### src/hw/rtl/teh_pkg.sv
// ----------------------------------------------------------------------------
// teh_pkg
// Shared constants, types and state codes of the two-channel history block.
// ----------------------------------------------------------------------------
package teh_pkg;

    localparam int LEVEL_FRAC_BITS = 16;
    localparam int LEVEL_BITS      = LEVEL_FRAC_BITS + 1;
    localparam int DURATION_BITS   = 16;
    localparam int TAU_BITS        = 24;
    localparam int NUM_BITS        = DURATION_BITS + 8;
    localparam int CODE_BITS       = 4;
    localparam int DIV_BITS        = 32;
    localparam int DIV_CNT_BITS    = $clog2(DIV_BITS);
    localparam int TERM_COUNT      = 13;
    localparam int SQUARE_COUNT    = 5;
    localparam int Q31_SHIFT       = 31;
    localparam int F_SHIFT         = Q31_SHIFT - LEVEL_FRAC_BITS;

    localparam logic [LEVEL_BITS-1:0] ONE_LEVEL = LEVEL_BITS'(1) << LEVEL_FRAC_BITS;

    // configuration register indexes
    localparam logic [1:0] CFG_TAU   = 2'd0;
    localparam logic [1:0] CFG_MIXED = 2'd1;
    localparam logic [1:0] CFG_MIXACT = 2'd2;

    typedef enum logic [3:0] {
        ST_IDLE,
        ST_DIVZ,
        ST_MULT,
        ST_TSTART,
        ST_TDIV,
        ST_SQ,
        ST_SQR,
        ST_FIN,
        ST_UPD0,
        ST_UPD0R,
        ST_UPD1,
        ST_UPD1R,
        ST_DONE
    } teh_state_t;

    typedef struct packed {
        logic [CODE_BITS-1:0]     code;
        logic [DURATION_BITS-1:0] dur;
    } teh_req_t;

    typedef struct packed {
        logic                  valid;
        logic [LEVEL_BITS-1:0] other;
        logic [LEVEL_BITS-1:0] same;
    } teh_res_t;

    typedef struct packed {
        logic [TAU_BITS-1:0]  tau;
        logic [CODE_BITS-1:0] mixed;
        logic                 mixact;
    } teh_cfg_t;

endpackage

### src/hw/rtl/two_channel_exponential_history_top.sv
// ----------------------------------------------------------------------------
// two_channel_exponential_history_top
// Two-channel leaky integrator: reports both history levels per channel event,
// then charges or decays each by e^(-256*duration/tau).
//
//   channel   dir  handshake              payload
//   s_*       in   s_tvalid / s_tready    tdata: state_code, duration
//   m_*       out  m_tvalid / m_tready    tdata: same, other; tuser: valid
//   cfg_*     in   cfg_valid / cfg_ready  cfg_index, cfg_data
//
// An event runs from one request to the next through 14 bit-serial divisions
// (32 quotient bits and a done strobe each), a multiply and a launch step per
// series term, the squarings, a rounding of the factor, the four level-update
// states, a hand-off and a return to idle.
// When the factor is known zero or tau is zero it goes straight to the updates.
// Reset clears both levels and loads tau 256, mixed code 3, mixing passive.
// A result waits in the output register; the next event may start meanwhile,
// and the engine stalls at its end until that register is free.
// ----------------------------------------------------------------------------
module two_channel_exponential_history_top
(
    input  logic        clk,
    input  logic        rst_n,
    input  logic        s_tvalid,
    output logic        s_tready,
    input  logic [23:0] s_tdata,    // state_code[3:0], duration[19:4], zero
    output logic        m_tvalid,
    input  logic        m_tready,
    output logic [39:0] m_tdata,    // same_history[16:0], other_history[33:17], zero
    output logic [0:0]  m_tuser,    // history_valid[0]
    input  logic        cfg_valid,
    output logic        cfg_ready,
    input  logic [1:0]  cfg_index,
    input  logic [23:0] cfg_data
);

    teh_pkg::teh_cfg_t cfg_reg;
    teh_pkg::teh_req_t req;
    teh_pkg::teh_res_t eng_res;
    teh_pkg::teh_res_t out_reg;
    logic              out_valid_reg;
    logic              eng_idle;
    logic              eng_ready;
    logic              load;
    logic              s_accept;

    assign s_accept = s_tvalid && s_tready;
    assign s_tready = eng_idle;
    assign req.code = s_tdata[3:0];
    assign req.dur  = s_tdata[19:4];
    assign load     = eng_ready && (!out_valid_reg || m_tready);

    teh_engine u_engine
    (
        .clk       (clk),
        .rst_n     (rst_n),
        .cfg       (cfg_reg),
        .start     (s_accept),
        .req       (req),
        .idle      (eng_idle),
        .res_ready (eng_ready),
        .res       (eng_res),
        .res_taken (load)
    );

    // configuration registers
    assign cfg_ready = 1'b1;

    always_ff @(posedge clk or negedge rst_n)
    begin
        if (!rst_n)
        begin
            cfg_reg.tau    <= teh_pkg::TAU_BITS'(256);
            cfg_reg.mixed  <= teh_pkg::CODE_BITS'(3);
            cfg_reg.mixact <= 1'b0;
        end
        else if (cfg_valid && cfg_ready)
        begin
            unique case (cfg_index)
                teh_pkg::CFG_TAU:    cfg_reg.tau    <= cfg_data;
                teh_pkg::CFG_MIXED:  cfg_reg.mixed  <= cfg_data[3:0];
                teh_pkg::CFG_MIXACT: cfg_reg.mixact <= cfg_data[0];
                default:
                begin
                end
            endcase
        end
    end

    // output register
    always_ff @(posedge clk or negedge rst_n)
    begin
        if (!rst_n)
            out_valid_reg <= 1'b0;
        else if (load)
            out_valid_reg <= 1'b1;
        else if (m_tready)
            out_valid_reg <= 1'b0;
    end

    always_ff @(posedge clk)
    begin
        if (load)
            out_reg <= eng_res;
    end

    assign m_tvalid = out_valid_reg;
    assign m_tdata  = {6'b0, out_reg.other, out_reg.same};
    assign m_tuser  = out_reg.valid;

endmodule

### src/hw/rtl/teh_serdiv.sv
// ----------------------------------------------------------------------------
// teh_serdiv
// Bit-serial restoring divider, one quotient bit per cycle, MSB first.
// ----------------------------------------------------------------------------
module teh_serdiv
(
    input  logic                             clk,
    input  logic                             rst_n,
    input  logic                             start,
    input  logic [teh_pkg::TAU_BITS-1:0]     init_rem,
    input  logic [teh_pkg::DIV_BITS-1:0]     dividend,
    input  logic [teh_pkg::TAU_BITS-1:0]     divisor,
    output logic                             done,
    output logic [teh_pkg::DIV_BITS-1:0]     quotient
);

    logic                                busy_reg;
    logic                                done_reg;
    logic [teh_pkg::DIV_CNT_BITS-1:0]    cnt_reg;
    logic [teh_pkg::TAU_BITS-1:0]        rem_reg;
    logic [teh_pkg::TAU_BITS-1:0]        dsr_reg;
    logic [teh_pkg::DIV_BITS-1:0]        qd_reg;
    logic [teh_pkg::TAU_BITS:0]          trial;
    logic                                qbit;

    // trial subtract of the shifted partial remainder
    always_comb
    begin
        trial = {rem_reg, qd_reg[teh_pkg::DIV_BITS-1]};
        qbit  = (trial >= {1'b0, dsr_reg});
    end

    // control
    always_ff @(posedge clk or negedge rst_n)
    begin
        if (!rst_n)
        begin
            busy_reg <= 1'b0;
            done_reg <= 1'b0;
            cnt_reg  <= '0;
        end
        else
        begin
            done_reg <= 1'b0;
            if (start)
            begin
                busy_reg <= 1'b1;
                cnt_reg  <= '0;
            end
            else if (busy_reg)
            begin
                cnt_reg <= cnt_reg + 1'b1;
                if (cnt_reg == teh_pkg::DIV_CNT_BITS'(teh_pkg::DIV_BITS - 1))
                begin
                    busy_reg <= 1'b0;
                    done_reg <= 1'b1;
                end
            end
        end
    end

    // dividend bits shift out at the top, quotient bits shift in at the bottom
    always_ff @(posedge clk)
    begin
        if (start)
        begin
            rem_reg <= init_rem;
            dsr_reg <= divisor;
            qd_reg  <= dividend;
        end
        else if (busy_reg)
        begin
            rem_reg <= qbit ? teh_pkg::TAU_BITS'(trial - {1'b0, dsr_reg})
                            : teh_pkg::TAU_BITS'(trial);
            qd_reg  <= {qd_reg[teh_pkg::DIV_BITS-2:0], qbit};
        end
    end

    assign done     = done_reg;
    assign quotient = qd_reg;

endmodule

### src/hw/rtl/teh_engine.sv
// ----------------------------------------------------------------------------
// teh_engine
// Sequencer for decay factor (serial division, Taylor series, squarings)
// and the two channel level updates.
// ----------------------------------------------------------------------------
module teh_engine
(
    input  logic                clk,
    input  logic                rst_n,
    input  teh_pkg::teh_cfg_t   cfg,
    input  logic                start,
    input  teh_pkg::teh_req_t   req,
    output logic                idle,
    output logic                res_ready,
    output teh_pkg::teh_res_t   res,
    input  logic                res_taken
);

    localparam int LB = teh_pkg::LEVEL_BITS;

    teh_pkg::teh_state_t state_reg, state_next;

    logic [LB-1:0]                    lvl0_reg, lvl0_next;
    logic [LB-1:0]                    lvl1_reg, lvl1_next;
    teh_pkg::teh_res_t                res_reg;
    logic [1:0]                       act_reg;
    logic [31:0]                      term_reg;
    logic [30:0]                      z_reg;
    logic [33:0]                      pos_reg;
    logic [33:0]                      neg_reg;
    logic [31:0]                      e_reg;
    logic [3:0]                       k_reg;
    logic [2:0]                       sq_reg;
    logic [LB-1:0]                    f_reg;
    logic [63:0]                      prod_reg;

    logic [teh_pkg::NUM_BITS-1:0]     num;
    logic                             f_zero;
    logic                             div_start;
    logic [teh_pkg::TAU_BITS-1:0]     div_init;
    logic [teh_pkg::DIV_BITS-1:0]     div_dvd;
    logic [teh_pkg::TAU_BITS-1:0]     div_dsr;
    logic                             div_done;
    logic [teh_pkg::DIV_BITS-1:0]     div_q;
    logic [31:0]                      mul_a;
    logic [31:0]                      mul_b;
    logic [LB-1:0]                    h0c;
    logic [LB-1:0]                    h1c;
    logic [LB-1:0]                    upd_r;
    logic [1:0]                       act_in;

    teh_serdiv u_div
    (
        .clk      (clk),
        .rst_n    (rst_n),
        .start    (div_start),
        .init_rem (div_init),
        .dividend (div_dvd),
        .divisor  (div_dsr),
        .done     (div_done),
        .quotient (div_q)
    );

    // operand preparation
    always_comb
    begin
        num    = teh_pkg::NUM_BITS'(req.dur) << 8;
        f_zero = ({5'b0, num} >= ({5'b0, cfg.tau} << 5));
        h0c    = (lvl0_reg > teh_pkg::ONE_LEVEL) ? teh_pkg::ONE_LEVEL : lvl0_reg;
        h1c    = (lvl1_reg > teh_pkg::ONE_LEVEL) ? teh_pkg::ONE_LEVEL : lvl1_reg;
        upd_r  = LB'((prod_reg + 64'(teh_pkg::ONE_LEVEL >> 1)) >> teh_pkg::LEVEL_FRAC_BITS);
        act_in[0] = (req.code == teh_pkg::CODE_BITS'(1)) ||
                    ((req.code == cfg.mixed) && cfg.mixact);
        act_in[1] = (req.code == teh_pkg::CODE_BITS'(2)) ||
                    ((req.code == cfg.mixed) && cfg.mixact);
    end

    // next state, divider and multiplier control
    always_comb
    begin
        state_next = state_reg;
        lvl0_next  = lvl0_reg;
        lvl1_next  = lvl1_reg;
        div_start  = 1'b0;
        div_init   = '0;
        div_dvd    = prod_reg[62:31];
        div_dsr    = teh_pkg::TAU_BITS'(k_reg);
        mul_a      = term_reg;
        mul_b      = {1'b0, z_reg};
        unique case (state_reg)
            teh_pkg::ST_IDLE:
            begin
                div_init = teh_pkg::TAU_BITS'(num >> 6);
                div_dvd  = {num[5:0], 26'b0};
                div_dsr  = cfg.tau;
                if (start)
                begin
                    if (cfg.tau == '0 || f_zero)
                        state_next = teh_pkg::ST_UPD0;
                    else
                    begin
                        div_start  = 1'b1;
                        state_next = teh_pkg::ST_DIVZ;
                    end
                end
            end
            teh_pkg::ST_DIVZ:
                if (div_done)
                    state_next = teh_pkg::ST_MULT;
            teh_pkg::ST_MULT:
                state_next = teh_pkg::ST_TSTART;
            teh_pkg::ST_TSTART:
            begin
                div_start  = 1'b1;
                state_next = teh_pkg::ST_TDIV;
            end
            teh_pkg::ST_TDIV:
                if (div_done)
                    state_next = (k_reg == 4'(teh_pkg::TERM_COUNT)) ? teh_pkg::ST_SQ
                                                                     : teh_pkg::ST_MULT;
            teh_pkg::ST_SQ:
            begin
                mul_a      = e_reg;
                mul_b      = e_reg;
                state_next = teh_pkg::ST_SQR;
            end
            teh_pkg::ST_SQR:
                state_next = (sq_reg == 3'(teh_pkg::SQUARE_COUNT - 1)) ? teh_pkg::ST_FIN
                                                                        : teh_pkg::ST_SQ;
            teh_pkg::ST_FIN:
                state_next = teh_pkg::ST_UPD0;
            teh_pkg::ST_UPD0:
            begin
                mul_a      = 32'(act_reg[0] ? teh_pkg::ONE_LEVEL - h0c : h0c);
                mul_b      = 32'(f_reg);
                state_next = teh_pkg::ST_UPD0R;
            end
            teh_pkg::ST_UPD0R:
            begin
                lvl0_next  = act_reg[0] ? teh_pkg::ONE_LEVEL - upd_r : upd_r;
                state_next = teh_pkg::ST_UPD1;
            end
            teh_pkg::ST_UPD1:
            begin
                mul_a      = 32'(act_reg[1] ? teh_pkg::ONE_LEVEL - h1c : h1c);
                mul_b      = 32'(f_reg);
                state_next = teh_pkg::ST_UPD1R;
            end
            teh_pkg::ST_UPD1R:
            begin
                lvl1_next  = act_reg[1] ? teh_pkg::ONE_LEVEL - upd_r : upd_r;
                state_next = teh_pkg::ST_DONE;
            end
            teh_pkg::ST_DONE:
                if (res_taken)
                    state_next = teh_pkg::ST_IDLE;
            default:
                state_next = teh_pkg::ST_IDLE;
        endcase
    end

    // state and channel levels
    always_ff @(posedge clk or negedge rst_n)
    begin
        if (!rst_n)
        begin
            state_reg <= teh_pkg::ST_IDLE;
            lvl0_reg  <= '0;
            lvl1_reg  <= '0;
        end
        else
        begin
            state_reg <= state_next;
            lvl0_reg  <= lvl0_next;
            lvl1_reg  <= lvl1_next;
        end
    end

    // datapath registers
    always_ff @(posedge clk)
    begin
        prod_reg <= 64'(mul_a) * 64'(mul_b);
        case (state_reg)
            teh_pkg::ST_IDLE:
            begin
                if (start)
                begin
                    act_reg <= act_in;
                    if (req.code == teh_pkg::CODE_BITS'(1))
                    begin
                        res_reg.same  <= lvl0_reg;
                        res_reg.other <= lvl1_reg;
                        res_reg.valid <= 1'b1;
                    end
                    else if (req.code == teh_pkg::CODE_BITS'(2))
                    begin
                        res_reg.same  <= lvl1_reg;
                        res_reg.other <= lvl0_reg;
                        res_reg.valid <= 1'b1;
                    end
                    else
                    begin
                        res_reg <= '0;
                    end
                    // zero tau: one for zero duration, else zero
                    if (cfg.tau == '0)
                        f_reg <= (req.dur == '0) ? teh_pkg::ONE_LEVEL : '0;
                    else
                        f_reg <= '0;
                end
            end
            teh_pkg::ST_DIVZ:
            begin
                z_reg    <= div_q[30:0];
                term_reg <= 32'h8000_0000;
                pos_reg  <= 34'h0_8000_0000;
                neg_reg  <= '0;
                k_reg    <= 4'd1;
                sq_reg   <= '0;
            end
            teh_pkg::ST_TDIV:
            begin
                if (div_done)
                begin
                    term_reg <= div_q;
                    if (k_reg[0])
                        neg_reg <= neg_reg + 34'(div_q);
                    else
                        pos_reg <= pos_reg + 34'(div_q);
                    if (k_reg == 4'(teh_pkg::TERM_COUNT))
                    begin
                        if (k_reg[0])
                            e_reg <= 32'(pos_reg - neg_reg - 34'(div_q));
                        else
                            e_reg <= 32'(pos_reg + 34'(div_q) - neg_reg);
                    end
                    k_reg <= k_reg + 4'd1;
                end
            end
            teh_pkg::ST_SQR:
            begin
                e_reg  <= 32'((prod_reg + 64'h4000_0000) >> teh_pkg::Q31_SHIFT);
                sq_reg <= sq_reg + 3'd1;
            end
            teh_pkg::ST_FIN:
                f_reg <= LB'((33'(e_reg) + 33'(1 << (teh_pkg::F_SHIFT - 1)))
                             >> teh_pkg::F_SHIFT);
            default:
            begin
            end
        endcase
    end

    assign idle      = (state_reg == teh_pkg::ST_IDLE);
    assign res_ready = (state_reg == teh_pkg::ST_DONE);
    assign res       = res_reg;

`ifndef SYNTH
    // levels stay within zero to one
    a_level_range: assert property (@(posedge clk) disable iff (!rst_n)
        lvl0_reg <= teh_pkg::ONE_LEVEL && lvl1_reg <= teh_pkg::ONE_LEVEL)
        else $error("channel level above one");

    // new work only when idle
    a_start_idle: assert property (@(posedge clk) disable iff (!rst_n)
        start |-> state_reg == teh_pkg::ST_IDLE)
        else $error("request taken while busy");

    // a waiting result holds until taken
    a_res_hold: assert property (@(posedge clk) disable iff (!rst_n)
        (state_reg == teh_pkg::ST_DONE && !res_taken)
        |=> (state_reg == teh_pkg::ST_DONE && $stable(res_reg)))
        else $error("result changed before taken");

    // factor never above one
    a_f_range: assert property (@(posedge clk) disable iff (!rst_n)
        (state_reg == teh_pkg::ST_UPD0) |-> f_reg <= teh_pkg::ONE_LEVEL)
        else $error("decay factor above one");
`endif

endmodule

### config.mk
export PLATFORM = sky130hd
export DESIGN_NAME = two_channel_exponential_history_top
export DESIGN_NICKNAME = d
export VERILOG_FILES = /design/src/hw/rtl/teh_pkg.sv /design/src/hw/rtl/two_channel_exponential_history_top.sv /design/src/hw/rtl/teh_serdiv.sv /design/src/hw/rtl/teh_engine.sv
export SDC_FILE = /design/constraint.sdc
export NUM_CORES = 2
export LEC_CHECK = 0
export BUFFER_PORTS_ARGS = -buffer_cell sky130_fd_sc_hd__buf_2
export CORE_UTILIZATION = 55
export DETAILED_ROUTE_END_ITERATION = 10
export PLACE_DENSITY = 0.71
export SETUP_SLACK_MARGIN = 0.2
export SYNTH_ARGS = -nofsm -noshare
export SYNTH_HDL_FRONTEND = slang
export SYNTH_SLANG_ARGS = --single-unit
### constraint.sdc
create_clock -name clk -period 23.1 [get_ports clk]
set_input_delay 1.155 -clock clk [delete_from_list [all_inputs] [get_ports clk]]
set_output_delay 1.155 -clock clk [all_outputs]
set_load 0.05 [all_outputs]
### Yosys cells after proc, flatten, opt, wreduce, memory -nomap -nowiden

Cells that the tools add are included.

* register bits: 477
* logic and storage cells: 164

* muxes and demuxes: 58
* eq/ne operators: 27
* reduce and logical (&&, ||, !) cells: 29
* magnitude comparators: 4
* multiply operators: 1
* add/subtract/negate cells: 15

Operators with widths (count)
* 32-bit 2-to-1 mux: 9
* 32-bit case mux with 2 select lines: 3
* 34-bit 2-to-1 mux: 5
* 34-bit case mux with 2 select lines: 2
* 17-bit 2-to-1 mux: 7
* 32-bit case mux with 3 select lines: 1
* 32-bit subtractor: 3
* 24-bit 2-to-1 mux: 3
* 34-bit by 32-bit adder with 34-bit output: 2
* 63-bit by 31-bit adder with 63-bit output, second input constant: 1
* 32-bit by 32-bit multiplier with 63-bit output: 1
* 4-bit case mux with 13 select lines: 1
* 17-bit by 17-bit subtractor with 18-bit output, first input constant: 2
* 35-bit 2-to-1 mux: 1
* 17-bit greater-than comparator, second input constant: 2
* 17-bit case mux with 2 select lines: 1
* 33-bit by 16-bit adder with 33-bit output, second input constant: 1
* 32-bit by 15-bit adder with 32-bit output, second input constant: 1
* 24-bit by 29-bit >= comparator with 1-bit output: 1
* 4-bit 2-to-1 mux: 7
* 25-bit by 24-bit >= comparator with 1-bit output: 1
* 4-bit == test, second input constant: 6
* 24-bit zero test: 1
* 24-bit subtractor: 1
* other kinds (33): 71

### Longest topological paths before layout

* depth after elaboration: 6
* gate-level depth with buffers: 39
* gate-level depth less buffers: 36

### Hierarchy

A second synthesis with hierarchy kept.

* cell total of the unflattened synthesis: 6503
* area, all modules: 60927.2 sq um

By module, submodules not included
* teh_engine: cells an instance 5960, area an instance 53577.6 sq um, times used 1
* teh_serdiv: cells an instance 431, area an instance 5076.1 sq um, times used 1
* two_channel_exponential_history_top: cells an instance 112, area an instance 2273.4 sq um, times used 1

### Worst setup path before layout

Ideal clock, no wire load.

* path type: reg-to-reg
* start: register u_engine.lvl0_reg[4]
* end: register u_engine.prod_reg[49]
* clock period less this slack: 9.869 ns
* buffers on the path: 3
* data arrival time: 9.733 ns
* stages on the path, launching flop included: 37
* path slack: 13.231 ns
* cells stage by stage: dfrtp_1 buf_6 or4_4 or3_1 or4_4 a21o_1 o31ai_1 xor2_1 nor2_1 a2111oi_4 buf_2 nor2_1 fa_1 fa_1 fa_1 inv_1 fa_1 inv_1 fa_1 inv_1 fa_1 inv_1 fa_1 inv_1 fa_1 inv_1 ha_1 clkbuf_1 nand4_1 a2111oi_0 nand4_1 nor4b_1 o31ai_4 o21ai_1 o2111a_1 o41ai_1 xor2_1

* word-level cells in the longest chain between the ends: 6

RTL lines
* from (decl): line teh_engine.sv:23 `logic [LB-1:0] lvl0_reg, lvl0_next;`
* from (signal assigned): line teh_engine.sv:174 `lvl0_reg <= lvl0_next;`
* 17-bit greater-than comparator: line teh_engine.sv:69 `h0c = (lvl0_reg > teh_pkg::ONE_LEVEL) ? teh_pkg::ONE_LEVEL : lvl0_reg;`
* 17-bit 2-to-1 mux *: line teh_engine.sv:69
* 17-bit by 17-bit subtractor with 18-bit output: line teh_engine.sv:134 `mul_a = 32'(act_reg[0] ? teh_pkg::ONE_LEVEL - h0c : h0c);`
* 32-bit 2-to-1 mux *: line teh_engine.sv:134
* 32-bit case mux with 3 select lines *: line teh_engine.sv:90 `unique case (state_reg)`
* 32-bit by 32-bit multiplier with 63-bit output *: line teh_engine.sv:182 `prod_reg <= 64'(mul_a) * 64'(mul_b);`
* to (signal assigned): line teh_engine.sv:182
* to (decl): line teh_engine.sv:35 `logic [63:0] prod_reg;`

Every way passes the cells marked *; elsewhere a longest branch is shown, timed or not.
A chain may end at the register's enable or synchronous reset.

### Worst setup path in the final report

* start: register u_engine.lvl0_reg[4]
* end: register u_engine.prod_reg[62]

Same word-level chain as after synthesis.

==> metrics.md <==
| Metric | Value |
|---|---|
| Status | complete, no violations |
| Clock-pin slew on the worst setup and hold paths | 0.07 ns |
| Vias | 48500 |
| Clock skew | 0.0590 ns |
| Critical path's most frequent cell | fa_1 |
| Slew Viols, Final | 0 |
| Setup_tns | 0 ns |
| Post-synthesis instance total | 6619 |
| Mapped cell area | 61000 um2 |
| H-Tree Depth | 2 |
| Core ar. | 109000 um2 |
| Hold Crit Class | reg -> reg |
| Tmin final | 12.05 ns |
| Clk sinks | 458 |
| ANT nets after route | 0 |
| Worst path bufs/invs | 5 |
| Setup bufs post-CTS | 0 |
| Via density | 5.99 |
| Port Buffer Count | 87 |
| Final setup fails | 0 |
| Async SR Flop Fraction | 0.164 |
| Max_cap viols | 0 |
| Slowest Stage Delay on Critical Path | 0.94 ns |
| Ports | 99 |
| Achievable clock frequency | 0.0830 GHz |
| Layout cells sized above 1 | 0.0613 |
| Clock root buffer | clkbuf_16 |
| HPWL Detailed | 142000 um |
| Resized cells post-CTS | 0 |
| RSZ-0062 raised after global routing | no |
| Nets | 8011 |
| Detailed Routing Iterations Pass 1 | 7 |
| Rel. slew slack | 0.0915 |
| DR iter-0 viols | 4850 |
| Slowest CP cell | a2111o_1 |
| Top FF cell, synth | edfxtp_1 |
| Clk buf depth | 3 |
| CTS tree | built |
| Largest net degree at the start of global routing | 85 |
| Crit end category | flip-flop |
| Drt drc | 0 |
| Required @ worst endpoint | 23.66 ns |
| Worst Tran Pin Value | 1.36 ns |
| Critical path class | reg -> reg |
| Vias in the first global route | 49400 |
| GRT overflow | 0 |
| Final Routed Wirelength | 186000 um |
| Starting density of the core | 0.558 |
| Syn_area_per_cell | 9.22 um2 |
| Die footprint | 112000 um2 |
| Die span in x | 335 um |
| Largest fanout on the critical path | 16 |
| Drt wl/cell | 23.0 um |
| CTS buffer count | 51 |
| Synth top area share | 0.305 |
| Post-synth EDFFs | 335 |
| Register area share after synthesis | 0.211 |
| Die Span Y | 335 um |
| CP startpoint kind | flip-flop |
| Tot GR Track Use | 0.338 |
| Synthesized flop and latch total | 458 |
| Period utilization | 0.522 |
| Global-route wire length before repair | 288000 um |
| Synth-to-layout area growth | 6.79% |
| Library cells used by synthesis | 91 |
| Hold_buf cts | 0 |
| Fillers | 9326 |
| Row count | 121 |
| Global placement routability congestion | 1.01 |
| Worst path arrival time | 12.61 ns |
| Final hold viol count | 0 |
| Synth warnings | 0 |
| Max FFs per register | 48 |
| Worst-Skew Late Latency | 0.67 ns |
| Largest cells by area after synthesis | fa_1, edfxtp_1, ha_1, inv_1, nor2_1 |
| Delay-heaviest family, CP | compound AO/OA/AOI/OAI gates |
| Area leader, netlist | fa_1 |
| Initial antenna violation count | 4 |
[cells in the final DEF (no fill, tap or decap), types with 14 or more instances in the layout]
cell,synthesis,final
nand3_1,134,134
xor2_1,120,120
and2_1,75,75
mux2_2,14,14
buf_2,20,86
o31ai_1,14,14
a221o_1,19,19
a21o_1,83,83
o21bai_1,35,35
a21oi_1,248,246
dfrtp_1,72,72
nand2b_1,43,42
xnor2_1,159,159
a22o_1,59,59
ha_1,462,462
dfxtp_1,48,48
a31oi_1,28,28
o211ai_1,20,20
clkbuf_16,0,53
o21ai_0,226,224
or3_1,40,40
nand4_1,41,41
fa_1,929,929
nor2_1,796,791
o21a_1,34,34
buf_4,8,120
a211oi_1,42,42
or2_2,18,18
inv_1,1064,1064
nand2_1,732,731
nor2b_1,38,38
a21boi_0,14,14
edfxtp_1,335,335
nor4_1,21,21
and3_1,37,37
nor3_1,61,57
a22oi_1,33,29
[stage by stage]
step	utilization	cells	hold WS, ns	cell area [um2]	worst slack (ns)
after floorplan	-	6624	0.400	61000	13.23
after global placement	0.579	7988	0.405	63300	11.30
after detailed placement	0.579	7988	0.405	63300	11.26
after CTS	0.595	8084	0.420	65200	11.12
after global routing	0.595	8085	0.424	65200	10.58
final	0.595	8088	0.417	65200	11.05
[Yosys cell counts, types with 11 or more instances]
library cell / count
inv_1: 1064
fa_1: 929
nor2_1: 796
nand2_1: 732
ha_1: 462
edfxtp_1: 335
clkbuf_1: 259
a21oi_1: 248
o21ai_0: 226
xnor2_1: 159
nand3_1: 134
xor2_1: 120
a21o_1: 83
and2_1: 75
dfrtp_1: 72
nor3_1: 61
a22o_1: 59
dfxtp_1: 48
nand2b_1: 43
a211oi_1: 42
nand4_1: 41
or3_1: 40
nor2b_1: 38
and3_1: 37
o21bai_1: 35
o21a_1: 34
a22oi_1: 33
buf_1: 29
a31oi_1: 28
nor4_1: 21
buf_2: 20
o211ai_1: 20
a221o_1: 19
a221oi_1: 19
or2_2: 18
a21boi_0: 14
mux2_2: 14
mux2i_1: 14
o31ai_1: 14
nor3b_1: 13
nand3b_1: 11
[cell type report]
| type | instances | area [um2] | area share |
|---|---|---|---|
| multi-input cells | 4782 | 43300 | 0.664 |
| flip-flops and latches | 458 | 12900 | 0.198 |
| inverters | 1066 | 4000 | 0.0614 |
| well taps | 1476 | 1850 | 0.0283 |
| clock buffers | 60 | 1400 | 0.0215 |
| repair buffers | 206 | 1330 | 0.0204 |
| clock inverters | 36 | 408 | 0.00626 |
| diodes | 4 | 10.0 | 0.000154 |
[worst paths after layout]
path,start,endpoint,slack (ns),cells past startpoint
hold reg to reg,u_engine.res[31]$_DFFE_PP_,m_tdata[31]$_DFFE_PP_,0.42,0
setup / recovery,u_engine.lvl0_reg[4]$_DFFE_PN0P_,u_engine.prod_reg[62]$_DFF_P_,11.05,33
min in group asynchronous,rst_n,u_engine.lvl1_reg[1]$_DFFE_PN0P_,0.66,1
setup reg to reg,u_engine.lvl0_reg[4]$_DFFE_PN0P_,u_engine.prod_reg[62]$_DFF_P_,11.05,33
hold / removal,u_engine.res[31]$_DFFE_PP_,m_tdata[31]$_DFFE_PP_,0.42,0
max in group asynchronous,rst_n,cfg_reg[26]$_DFFE_PN0P_,21.80,1
[logic make-up (layout without fill, tap and decap cells)]
family | after synthesis | count (layout) | synth area share
xor gates and xnor gates | 279 | 279 | 0.0400
DFF | 458 | 458 | 0.211
adders and majority gates | 1391 | 1391 | 0.399
and+or+nand+nor | 2101 | 2101 | 0.151
AOI/OAI and AO/OA | 976 | 976 | 0.107
buffers and inverters | 1384 | 1368 | 0.0863
other | 2 | 11 | 0.000123
muxes | 28 | 28 | 0.00488
[per-layer routing]
| layer | vias to the layer above | track usage | wire (um) |
|---|---|---|---|
| li1 | 21200 | - | - |
| met1 | 24300 | 0.454 | 72500 |
| met2 | 2447 | 0.521 | 82300 |
| met3 | 578 | 0.0720 | 20000 |
| met4 | 2 | 0.171 | 11300 |
| met5 | - | 0 | 13 |
Power is not shown: default switching activity piles up to over one toggle a cycle in this logic, so the estimate is an artifact.
